<file path="src/hw/rtl/rnw_pkg.sv">
// Shared types and constants for the RTP NACK loss window.
package rnw_pkg;

    localparam int WINDOW_SLOTS = 64;
    localparam int SLOT_AW      = $clog2(WINDOW_SLOTS);
    localparam int CNT_W        = $clog2(WINDOW_SLOTS + 1);
    localparam int SEQ_W        = 16;
    localparam int TIME_W       = 32;
    localparam int MASK_W       = 16;

    localparam logic [SEQ_W-1:0]  SLOTS_SEQ  = SEQ_W'(WINDOW_SLOTS);
    localparam logic [SEQ_W-1:0]  HALF_SEQ   = 16'h8000;

    typedef enum logic [2:0] {
        RES_ADVANCED    = 3'd0,
        RES_LATE_FILLED = 3'd1,
        RES_DUPLICATE   = 3'd2,
        RES_RESYNCED    = 3'd3,
        RES_DROPPED     = 3'd4
    } t_res;

    typedef enum logic [1:0] {
        SLOT_EMPTY = 2'd0,
        SLOT_MISS  = 2'd1,
        SLOT_RECV  = 2'd2
    } t_slot_st;

    typedef struct packed {
        logic [SEQ_W-1:0] seq;
        t_slot_st         st;
    } t_slot;

    localparam int SLOT_W = $bits(t_slot);

    typedef struct packed {
        logic [SEQ_W-1:0]  seq;
        logic [TIME_W-1:0] now;
    } t_in;

    typedef struct packed {
        t_res              status;
        logic              nack_valid;
        logic [SEQ_W-1:0]  lost_first;
        logic [MASK_W-1:0] lost_mask;
    } t_out;

    typedef struct packed {
        logic cap;
        logic dec;
        logic swp;
        logic head;
        logic adv_rd;
        logic adv;
        logic late_rd;
        logic late;
        logic fin;
    } t_dp_cmd;

    typedef struct packed {
        t_res cls;
        logic sweep_last;
        logic adv_last;
    } t_dp_sts;

endpackage

</file>
<file path="src/hw/rtl/rnw_ram.sv">
// Generic single-write, single-read RAM with registered read data.
module rnw_ram #(
    parameter int WIDTH = 8,
    parameter int DEPTH = 64
) (
    input  logic                     i_clk,
    input  logic                     i_wr_en,
    input  logic [$clog2(DEPTH)-1:0] i_wr_addr,
    input  logic [WIDTH-1:0]         i_wr_data,
    input  logic                     i_rd_en,
    input  logic [$clog2(DEPTH)-1:0] i_rd_addr,
    output logic [WIDTH-1:0]         o_rd_data
);

    logic [WIDTH-1:0] r_mem [DEPTH];
    logic [WIDTH-1:0] r_rd_data;

    always_ff @(posedge i_clk) begin
        if (i_wr_en) begin
            r_mem[i_wr_addr] <= i_wr_data;
        end
        if (i_rd_en) begin
            r_rd_data <= r_mem[i_rd_addr];
        end
    end

    assign o_rd_data = r_rd_data;

endmodule

</file>
<file path="src/hw/rtl/rnw_dp.sv">
// Datapath: window state, slot RAM, slot walk counters and NACK accumulator.
module rnw_dp (
    input  logic                             i_clk,
    input  logic                             i_rst_n,
    input  rnw_pkg::t_dp_cmd                 i_cmd,
    output rnw_pkg::t_dp_sts                 o_sts,
    input  rnw_pkg::t_in                     i_in_data,
    input  logic [rnw_pkg::TIME_W-1:0]       i_sync_timeout,
    output rnw_pkg::t_out                    o_res
);

    logic [rnw_pkg::SEQ_W-1:0]   r_seq;
    logic [rnw_pkg::TIME_W-1:0]  r_now;
    logic [rnw_pkg::SEQ_W-1:0]   r_last_seq;
    logic [rnw_pkg::TIME_W-1:0]  r_last_time;
    logic [rnw_pkg::SLOT_AW-1:0] r_head;
    logic [rnw_pkg::SLOT_AW-1:0] r_new_head;
    logic [rnw_pkg::SLOT_AW-1:0] r_addr;
    logic [rnw_pkg::CNT_W-1:0]   r_k;
    logic [rnw_pkg::CNT_W-1:0]   r_d;
    logic [rnw_pkg::SEQ_W-1:0]   r_fill;
    rnw_pkg::t_res               r_status;
    logic                        r_nvalid;
    logic [rnw_pkg::SEQ_W-1:0]   r_nfirst;
    logic [rnw_pkg::MASK_W-1:0]  r_nmask;

    logic [rnw_pkg::TIME_W-1:0]  elapsed;
    logic [rnw_pkg::SEQ_W-1:0]   fwd;
    logic [rnw_pkg::SEQ_W-1:0]   back;
    rnw_pkg::t_res               cls;
    logic [rnw_pkg::SLOT_AW:0]   late_diff;
    logic [rnw_pkg::SLOT_AW:0]   late_wrap;
    logic [rnw_pkg::SLOT_AW-1:0] late_addr;
    logic [rnw_pkg::SLOT_AW-1:0] addr_next;
    logic [rnw_pkg::SLOT_AW-1:0] head_next;
    logic                        adv_last;
    logic [rnw_pkg::SEQ_W-1:0]   rep_off;

    logic                        ram_wr_en;
    logic [rnw_pkg::SLOT_AW-1:0] ram_wr_addr;
    rnw_pkg::t_slot              ram_wr_slot;
    logic                        ram_rd_en;
    logic [rnw_pkg::SLOT_AW-1:0] ram_rd_addr;
    logic [rnw_pkg::SLOT_W-1:0]  ram_rd_data;
    rnw_pkg::t_slot              rd_slot;

    // classification of the captured packet against the window
    always_comb begin
        elapsed = r_now - r_last_time;
        fwd     = r_seq - r_last_seq;
        back    = r_last_seq - r_seq;
        if (elapsed > i_sync_timeout) begin
            cls = rnw_pkg::RES_RESYNCED;
        end else if (fwd > rnw_pkg::SLOTS_SEQ && fwd < rnw_pkg::HALF_SEQ) begin
            cls = rnw_pkg::RES_RESYNCED;
        end else if (fwd == '0) begin
            cls = rnw_pkg::RES_DUPLICATE;
        end else if (fwd < rnw_pkg::HALF_SEQ) begin
            cls = rnw_pkg::RES_ADVANCED;
        end else if (back >= rnw_pkg::SLOTS_SEQ) begin
            cls = rnw_pkg::RES_DROPPED;
        end else begin
            cls = rnw_pkg::RES_LATE_FILLED;
        end
    end

    // slot behind the head, wrapped into the ring
    always_comb begin
        late_diff = {1'b0, r_head} - {1'b0, back[rnw_pkg::SLOT_AW-1:0]};
        late_wrap = late_diff + (rnw_pkg::SLOT_AW + 1)'(rnw_pkg::WINDOW_SLOTS);
        late_addr = late_diff[rnw_pkg::SLOT_AW] ? late_wrap[rnw_pkg::SLOT_AW-1:0]
                                                 : late_diff[rnw_pkg::SLOT_AW-1:0];
    end

    assign addr_next = (r_addr == rnw_pkg::SLOT_AW'(rnw_pkg::WINDOW_SLOTS - 1))
                       ? '0 : r_addr + 1'b1;
    assign head_next = (r_head == rnw_pkg::SLOT_AW'(rnw_pkg::WINDOW_SLOTS - 1))
                       ? '0 : r_head + 1'b1;

    assign adv_last = (r_k == r_d);
    assign rd_slot  = rnw_pkg::t_slot'(ram_rd_data);
    assign rep_off  = rd_slot.seq - r_nfirst;

    always_comb begin
        ram_wr_en   = 1'b0;
        ram_wr_addr = r_addr;
        ram_wr_slot = '{seq: r_seq, st: rnw_pkg::SLOT_RECV};
        ram_rd_en   = 1'b0;
        ram_rd_addr = r_addr;
        if (i_cmd.swp) begin
            ram_wr_en   = 1'b1;
            ram_wr_slot = '{seq: '0, st: rnw_pkg::SLOT_EMPTY};
        end
        if (i_cmd.head) begin
            ram_wr_en   = 1'b1;
            ram_wr_addr = r_new_head;
        end
        if (i_cmd.adv) begin
            ram_wr_en = 1'b1;
            if (!adv_last) begin
                ram_wr_slot = '{seq: r_fill, st: rnw_pkg::SLOT_MISS};
                ram_rd_en   = 1'b1;
                ram_rd_addr = addr_next;
            end
        end
        if (i_cmd.late) begin
            ram_wr_en = 1'b1;
        end
        if (i_cmd.adv_rd || i_cmd.late_rd) begin
            ram_rd_en = 1'b1;
        end
    end

    rnw_ram #(
        .WIDTH (rnw_pkg::SLOT_W),
        .DEPTH (rnw_pkg::WINDOW_SLOTS)
    ) u_slot_ram (
        .i_clk     (i_clk),
        .i_wr_en   (ram_wr_en),
        .i_wr_addr (ram_wr_addr),
        .i_wr_data (ram_wr_slot),
        .i_rd_en   (ram_rd_en),
        .i_rd_addr (ram_rd_addr),
        .o_rd_data (ram_rd_data)
    );

    always_ff @(posedge i_clk) begin
        if (!i_rst_n) begin
            r_last_seq  <= '0;
            r_last_time <= '0;
            r_head      <= '0;
            r_addr      <= '0;
        end else begin
            if (i_cmd.cap) begin
                r_seq    <= i_in_data.seq;
                r_now    <= i_in_data.now;
                r_nvalid <= 1'b0;
                r_nfirst <= '0;
                r_nmask  <= '0;
            end
            if (i_cmd.dec) begin
                r_status <= cls;
                r_d      <= fwd[rnw_pkg::CNT_W-1:0];
                r_k      <= rnw_pkg::CNT_W'(1);
                r_fill   <= r_last_seq + 1'b1;
                if (cls == rnw_pkg::RES_RESYNCED) begin
                    r_addr     <= '0;
                    r_new_head <= rnw_pkg::SLOT_AW'(r_seq % rnw_pkg::WINDOW_SLOTS);
                end else if (cls == rnw_pkg::RES_LATE_FILLED) begin
                    r_addr <= late_addr;
                end else begin
                    r_addr <= head_next;
                end
            end
            if (i_cmd.swp) begin
                r_addr <= addr_next;
            end
            if (i_cmd.adv) begin
                // report a missing slot before it is overwritten
                if (rd_slot.st == rnw_pkg::SLOT_MISS) begin
                    if (!r_nvalid) begin
                        r_nvalid <= 1'b1;
                        r_nfirst <= rd_slot.seq;
                        r_nmask  <= '0;
                    end else if (rep_off >= 16'd1 && rep_off <= 16'd16) begin
                        r_nmask <= r_nmask | (rnw_pkg::MASK_W'(1) << 4'(rep_off - 1'b1));
                    end
                end
                if (adv_last) begin
                    r_new_head <= r_addr;
                end else begin
                    r_addr <= addr_next;
                    r_k    <= r_k + 1'b1;
                    r_fill <= r_fill + 1'b1;
                end
            end
            if (i_cmd.late) begin
                if (rd_slot.st == rnw_pkg::SLOT_RECV && rd_slot.seq == r_seq) begin
                    r_status <= rnw_pkg::RES_DUPLICATE;
                end
            end
            if (i_cmd.fin) begin
                if (r_status != rnw_pkg::RES_DROPPED) begin
                    r_last_time <= r_now;
                end
                if (r_status == rnw_pkg::RES_ADVANCED || r_status == rnw_pkg::RES_RESYNCED) begin
                    r_last_seq <= r_seq;
                    r_head     <= r_new_head;
                end
            end
        end
    end

    always_comb begin
        o_sts.cls        = cls;
        o_sts.sweep_last = (r_addr == rnw_pkg::SLOT_AW'(rnw_pkg::WINDOW_SLOTS - 1));
        o_sts.adv_last   = adv_last;
    end

    always_comb begin
        o_res.status     = r_status;
        o_res.nack_valid = r_nvalid;
        o_res.lost_first = r_nfirst;
        o_res.lost_mask  = r_nmask;
    end

endmodule

</file>
<file path="src/hw/rtl/rnw_ctrl.sv">
// Controller: sequences clearing, slot walks and result hand-off.
module rnw_ctrl (
    input  logic              i_clk,
    input  logic              i_rst_n,
    input  logic              i_in_valid,
    output logic              o_in_ready,
    input  logic              i_out_free,
    input  rnw_pkg::t_dp_sts  i_sts,
    output rnw_pkg::t_dp_cmd  o_cmd
);

    typedef enum logic [9:0] {
        S_INIT    = 10'b00_0000_0001,
        S_IDLE    = 10'b00_0000_0010,
        S_DECIDE  = 10'b00_0000_0100,
        S_SWEEP   = 10'b00_0000_1000,
        S_HEAD    = 10'b00_0001_0000,
        S_ADV_RD  = 10'b00_0010_0000,
        S_ADV     = 10'b00_0100_0000,
        S_LATE_RD = 10'b00_1000_0000,
        S_LATE    = 10'b01_0000_0000,
        S_DONE    = 10'b10_0000_0000
    } t_state;

    t_state r_state;
    t_state n_state;

    always_comb begin
        n_state    = r_state;
        o_cmd      = '0;
        o_in_ready = 1'b0;
        case (r_state)
            S_INIT: begin
                o_cmd.swp = 1'b1;
                if (i_sts.sweep_last) begin
                    n_state = S_IDLE;
                end
            end
            S_IDLE: begin
                o_in_ready = 1'b1;
                if (i_in_valid) begin
                    o_cmd.cap = 1'b1;
                    n_state   = S_DECIDE;
                end
            end
            S_DECIDE: begin
                o_cmd.dec = 1'b1;
                case (i_sts.cls)
                    rnw_pkg::RES_RESYNCED:    n_state = S_SWEEP;
                    rnw_pkg::RES_ADVANCED:    n_state = S_ADV_RD;
                    rnw_pkg::RES_LATE_FILLED: n_state = S_LATE_RD;
                    default:                  n_state = S_DONE;
                endcase
            end
            S_SWEEP: begin
                o_cmd.swp = 1'b1;
                if (i_sts.sweep_last) begin
                    n_state = S_HEAD;
                end
            end
            S_HEAD: begin
                // place the packet in its home slot
                o_cmd.head = 1'b1;
                n_state    = S_DONE;
            end
            S_ADV_RD: begin
                o_cmd.adv_rd = 1'b1;
                n_state      = S_ADV;
            end
            S_ADV: begin
                o_cmd.adv = 1'b1;
                if (i_sts.adv_last) begin
                    n_state = S_DONE;
                end
            end
            S_LATE_RD: begin
                o_cmd.late_rd = 1'b1;
                n_state       = S_LATE;
            end
            S_LATE: begin
                o_cmd.late = 1'b1;
                n_state    = S_DONE;
            end
            S_DONE: begin
                if (i_out_free) begin
                    o_cmd.fin = 1'b1;
                    n_state   = S_IDLE;
                end
            end
            default: begin
                n_state = S_INIT;
            end
        endcase
    end

    always_ff @(posedge i_clk) begin
        if (!i_rst_n) begin
            r_state <= S_INIT;
        end else begin
            r_state <= n_state;
        end
    end

    a_accept_decides: assert property (@(posedge i_clk) disable iff (!i_rst_n)
        (i_in_valid && o_in_ready) |=> (r_state == S_DECIDE))
        else $error("accepted beat not followed by classification");

    a_fin_needs_room: assert property (@(posedge i_clk) disable iff (!i_rst_n)
        o_cmd.fin |-> i_out_free)
        else $error("result loaded while output register is occupied");

    a_walk_continues: assert property (@(posedge i_clk) disable iff (!i_rst_n)
        (r_state == S_ADV && !i_sts.adv_last) |=> (r_state == S_ADV))
        else $error("slot walk left before its last slot");

endmodule

</file>
<file path="src/hw/rtl/rtp_nack_window_core.sv">
// Top level of the RTP NACK loss window: config register, output register, core.
//
// The work for each packet beat depends on its class: a duplicate or dropped
// packet is only classified; a late packet also reads and rewrites its slot;
// an advance by d slots walks the d slots up to the new head (d at most
// WINDOW_SLOTS); a resync clears all slots and writes the packet's home slot.
// The walk uses the slot RAM, which writes one slot per cycle while its read
// port fetches the next one. After reset a clearing pass over all slots runs
// before the first packet is accepted; configuration writes are taken at any
// time. A finished result waits in an output register, and the next packet
// is accepted while it waits.
module rtp_nack_window_core (
    input  logic                         i_clk,
    input  logic                         i_rst_n,
    input  logic                         i_cfg_valid,
    output logic                         o_cfg_ready,
    input  logic [rnw_pkg::TIME_W-1:0]   i_cfg_data,
    input  logic                         i_in_valid,
    output logic                         o_in_ready,
    input  rnw_pkg::t_in                 i_in_data,
    output logic                         o_out_valid,
    input  logic                         i_out_ready,
    output rnw_pkg::t_out                o_out_data
);

    logic [rnw_pkg::TIME_W-1:0] r_sync_timeout;
    logic                       r_out_valid;
    rnw_pkg::t_out              r_out_data;

    rnw_pkg::t_dp_cmd           cmd;
    rnw_pkg::t_dp_sts           sts;
    rnw_pkg::t_out              res;
    logic                       out_free;

    assign out_free    = !r_out_valid || i_out_ready;
    assign o_cfg_ready = 1'b1;

    rnw_ctrl u_ctrl (
        .i_clk      (i_clk),
        .i_rst_n    (i_rst_n),
        .i_in_valid (i_in_valid),
        .o_in_ready (o_in_ready),
        .i_out_free (out_free),
        .i_sts      (sts),
        .o_cmd      (cmd)
    );

    rnw_dp u_dp (
        .i_clk          (i_clk),
        .i_rst_n        (i_rst_n),
        .i_cmd          (cmd),
        .o_sts          (sts),
        .i_in_data      (i_in_data),
        .i_sync_timeout (r_sync_timeout),
        .o_res          (res)
    );

    always_ff @(posedge i_clk) begin
        if (!i_rst_n) begin
            r_sync_timeout <= rnw_pkg::TIME_W'(1000);
            r_out_valid    <= 1'b0;
        end else begin
            if (i_cfg_valid) begin
                r_sync_timeout <= i_cfg_data;
            end
            // load a finished result, drop the beat once taken
            if (cmd.fin) begin
                r_out_valid <= 1'b1;
            end else if (i_out_ready) begin
                r_out_valid <= 1'b0;
            end
        end
    end

    always_ff @(posedge i_clk) begin
        if (cmd.fin) begin
            r_out_data <= res;
        end
    end

    assign o_out_valid = r_out_valid;
    assign o_out_data  = r_out_data;

endmodule
</file>
<file path="config.mk">
export PLATFORM = sky130hd
export DESIGN_NAME = rtp_nack_window_core
export DESIGN_NICKNAME = d
export VERILOG_FILES = /design/src/hw/rtl/rnw_pkg.sv /design/src/hw/rtl/rnw_ram.sv /design/src/hw/rtl/rnw_dp.sv /design/src/hw/rtl/rnw_ctrl.sv /design/src/hw/rtl/rtp_nack_window_core.sv
export SDC_FILE = /design/constraint.sdc
export NUM_CORES = 2
export LEC_CHECK = 0
export ABC_AREA = 1
export BUFFER_PORTS_ARGS = -buffer_cell sky130_fd_sc_hd__buf_4
export CAP_MARGIN = 20
export CORE_ASPECT_RATIO = 1.25
export CORE_MARGIN = 2
export CORE_UTILIZATION = 35
export CTS_BUF_LIST = sky130_fd_sc_hd__clkbuf_2
export CTS_CLUSTER_SIZE = 30
export DETAILED_ROUTE_END_ITERATION = 8
export PLACE_DENSITY = 0.57
export SYNTH_ARGS = -nofsm -noshare
export SYNTH_HDL_FRONTEND = slang
export SYNTH_SLANG_ARGS = --single-unit
</file>
<file path="constraint.sdc">
create_clock -name i_clk -period 8.04 [get_ports i_clk]
set_input_delay 1.206 -clock i_clk [delete_from_list [all_inputs] [get_ports i_clk]]
set_output_delay 1.206 -clock i_clk [all_outputs]
set_load 0.03 [all_outputs]
</file>
==> impl_metrics.json <==
{
  "clock.fmax_ghz": 0.189,
  "grt_usage": 0.193,
  "clock_path_buffers": 4,
  "critPathBufInv": 3,
  "ir_drop_mv": 0.256,
  "tns_ns": 0,
  "worstPathRequired_ns": 9.49,
  "areaGrowthSynthToFinish_pct": 13.3,
  "multi_input_area_um2": 19200,
  "min_delay_path_depth": 3,
  "grt_pass1_wl_um": 277000,
  "ant_nets": 0,
  "synth.cell_area_um2": 64500,
  "ys_types": 56,
  "portBuffers": 122,
  "power.leakage_uw": 0.0292,
  "syn_avg_cell_area_um2": 10.4,
  "postCtsHoldBufs": 147,
  "yosysWarningCount": 0,
  "dp_hpwl_um": 106000,
  "clk_pin_slew_ns": 0.11,
  "synth_async_sr_flop_share": 0,
  "cts_root_buffer": "clkbuf_2",
  "synth_nets": 6411,
  "clk_latency_ns": 1.79,
  "syn_inst": 6203,
  "htreeDepth": 5,
  "synth-edff-count": 1326,
  "timing.final.hold_violations": 0,
  "timing.rr.start": "u_dp.r_now[0]",
  "tritoncts": "yes",
  "rr_endpoint": "u_dp.r_new_head[1]",
  "whs_ns": 0.272,
  "hold_class": "in -> reg",
  "reg2reg_slack_ns": 2.74,
  "grt_pass1_vias": 45900,
  "rows": 176,
  "pwr-share-clk": 0.275,
  "cp_common_cell": "nand2_1",
  "switching_share": 0.341,
  "crit_path_start_kind": "flip-flop",
  "final_nets": 6862,
  "drt_iter0_markers": 3718,
  "cts_setup_buffers": 0,
  "place_congestion": 0.882,
  "critPathTopFamily": "simple AND/OR/NAND/NOR gates",
  "fin_skew_ns": 0.157,
  "cap_violations": 0,
  "drcViolationCount": 0,
  "rsz0062_at_grt": "no",
  "hp-start": "i_cfg_valid",
  "die_h_um": 484,
  "start_util": 0.352,
  "viasPerCell": 5.04,
  "p_int_uw": 11400,
  "synth_commonest_cells": "nand2_1, edfxtp_1, nand3_1",
  "maxSlewHeadroom": 0.204,
  "nFillCells": 17700,
  "dp_cells": 8552,
  "setup_violations": 0,
  "dr.pass1.iters": 7,
  "layout-drive-gt1-share": 0.120,
  "synthTopCellsByArea": "edfxtp_1, nand2_1, nand3_1",
  "synth_top_area_share": 0.617,
  "grt_max_degree": 166,
  "ys_seq_area_frac": 0.649,
  "wirelength_um": 185000,
  "r2r_cells": 31,
  "yosys_most_used_dff": "edfxtp_1",
  "pwr-share-seq": 0.496,
  "cp_max_fo": 12,
  "numCtsBuffers": 353,
  "synth_most_common_cell": "nand2_1",
  "die_area_um2": 188000,
  "fin_crit_sh": 0.659,
  "ios": 124,
  "coreArea_um2": 183000,
  "die_x_um": 388,
  "power.total_uw": 17200,
  "worstSetupPathType": "reg -> reg",
  "cts.repair.resized": 0,
  "p_comb_frac": 0.229,
  "layout.cells.non_filler": 9309,
  "yosysTopAreaCell": "edfxtp_1",
  "worst_pin_slew_ns": 1.19,
  "crit_slowest_cell": "fa_1",
  "min_period_ns": 5.30,
  "p_sw_uw": 5870,
  "vias": 46900,
  "min_to": "r_sync_timeout[1]",
  "antenna_found_initial": 4,
  "grt_overflow_total": 0,
  "cp.arrival_ns": 6.75,
  "report.final.slew_viol_count": 0,
  "critPathCaptureType": "flip-flop",
  "status": "complete, no violations",
  "max_stage_delay_ns": 0.41,
  "ys_ff_latch": 1429,
  "avgRoutedWirePerCell_um": 19.9,
  "clkSinkCount": 1429,
  "regArea_um2": 41900,
  "power_density_nw_per_um2": 236
}
cell usage in the layout, fill, tap and decap left out, drive strengths merged, types with 2 or more instances in the layout:
| master | instances |
|---|---|
| edfxtp | 1326 |
| buf | 246 |
| nor3b | 3 |
| and2 | 2 |
| dfxtp | 103 |
| a211oi | 8 |
| nor3 | 42 |
| xnor2 | 27 |
| bufinv | 6 |
| o221ai | 11 |
| dlygate4sd3 | 147 |
| o31ai | 2 |
| clkbuf | 487 |
| o2111ai | 2 |
| nand2 | 1759 |
| mux2i | 3 |
| o211ai | 241 |
| nor2 | 228 |
| fa | 5 |
| xor2 | 52 |
| ha | 118 |
| a21o | 6 |
| inv | 658 |
| o21a | 5 |
| a21oi | 230 |
| diode | 3 |
| o22ai | 24 |
| nand3 | 684 |
| nor4 | 10 |
| a221oi | 4 |
| o21bai | 2 |
| clkinv | 108 |
| clkinvlp | 2 |
| nand4 | 20 |
| o21ai | 322 |
| a31oi | 3 |
power by group through the flow:
stage	clock network [uW]	logic, uW	registers [uW]
floorplan	0	2440	8710
global placement	0	3850	8710
detailed placement	0	3880	8720
CTS	4900	3950	8550
global route	5270	4290	8570
finish	4740	3940	8550
sequential cells by signal, summed over array words and instances, names as in the netlist:
name,count
u_dp.r_addr,6
u_dp.r_k,7
u_dp.r_new_head,6
r_sync_timeout,32
u_dp.u_slot_ram.o_rd_data,18
o_out_valid,1
u_ctrl.r_state,10
u_dp.r_last_time,32
u_dp.r_seq,16
o_out_data,36
u_dp.r_head,6
u_dp.r_status,3
u_dp.u_slot_ram.r_mem,1152
u_dp.r_nfirst,16
u_dp.r_nmask,16
u_dp.r_last_seq,16
u_dp.r_now,32
u_dp.r_fill,16
u_dp.r_nvalid,1
u_dp.r_d,7
layout make-up:
class / instances / share of cell area
sequential: 1429 / 0.573
multi-input combinational: 3820 / 0.262
clock buffer: 487 / 0.0334
timing repair buffer: 393 / 0.0476
inverter: 657 / 0.0339
clock inverter: 117 / 0.00851
antenna: 3 / 0.000103
tap: 2403 / 0.0412
per-layer routing:
metal  global-route usage  wire [um]
met1                0.233      73600
met2                0.335      92800
met3               0.0340      11400
met4               0.0876       7560
met5                    0          0
worst reg2reg max path, delay by kind of cell, from the launching register on:
kind	cells	cell delay (ns)
compound gates	7	1.38
flops	1	0.39
fa+ha+maj	3	0.86
xor+xnor	1	0.14
simple gates	17	2.06
buf+inv	3	0.21
logic make-up after synthesis:
group | Yosys count | share of synthesized area
buf+inv | 954 | 0.0588
other cells | 1 | 0.0000582
fa+ha+maj | 123 | 0.0244
compound gates | 864 | 0.0795
flops | 1429 | 0.649
mux | 3 | 0.000466
xor+xnor | 79 | 0.0107
simple gates | 2750 | 0.177
worst max path at each step:
| stage | startpoint | endpoint | slack (ns) | cells after the start |
|---|---|---|---|---|
| 2_1_floorplan | u_dp.r_k[0] | u_dp.u_slot_ram.r_mem[0][2] | 1.48 | 9 |
| 6_report | u_dp.r_now[0] | u_dp.r_new_head[1] | 2.74 | 31 |
| 5_1_grt | u_dp.r_now[0] | u_dp.r_new_head[1] | 2.15 | 31 |
| 3_3_place_gp | u_dp.r_now[0] | u_dp.r_new_head[1] | 2.71 | 32 |
| 4_1_cts | u_dp.r_now[0] | u_dp.r_new_head[1] | 2.74 | 31 |
| 3_5_place_dp | u_dp.r_now[0] | u_dp.r_new_head[1] | 2.85 | 31 |
metrics by stage:
| step | utilization | worst slack, ns | instance area, um2 |
|---|---|---|---|
| after floorplan | - | 1.48 | 64500 |
| after global placement | 0.373 | 2.71 | 68500 |
| after detailed placement | 0.373 | 2.85 | 68500 |
| after CTS | 0.398 | 2.74 | 73000 |
| after global routing | 0.398 | 2.15 | 73100 |
| final | 0.398 | 2.74 | 73100 |
Note: power is estimated with default switching activity, not from simulation.
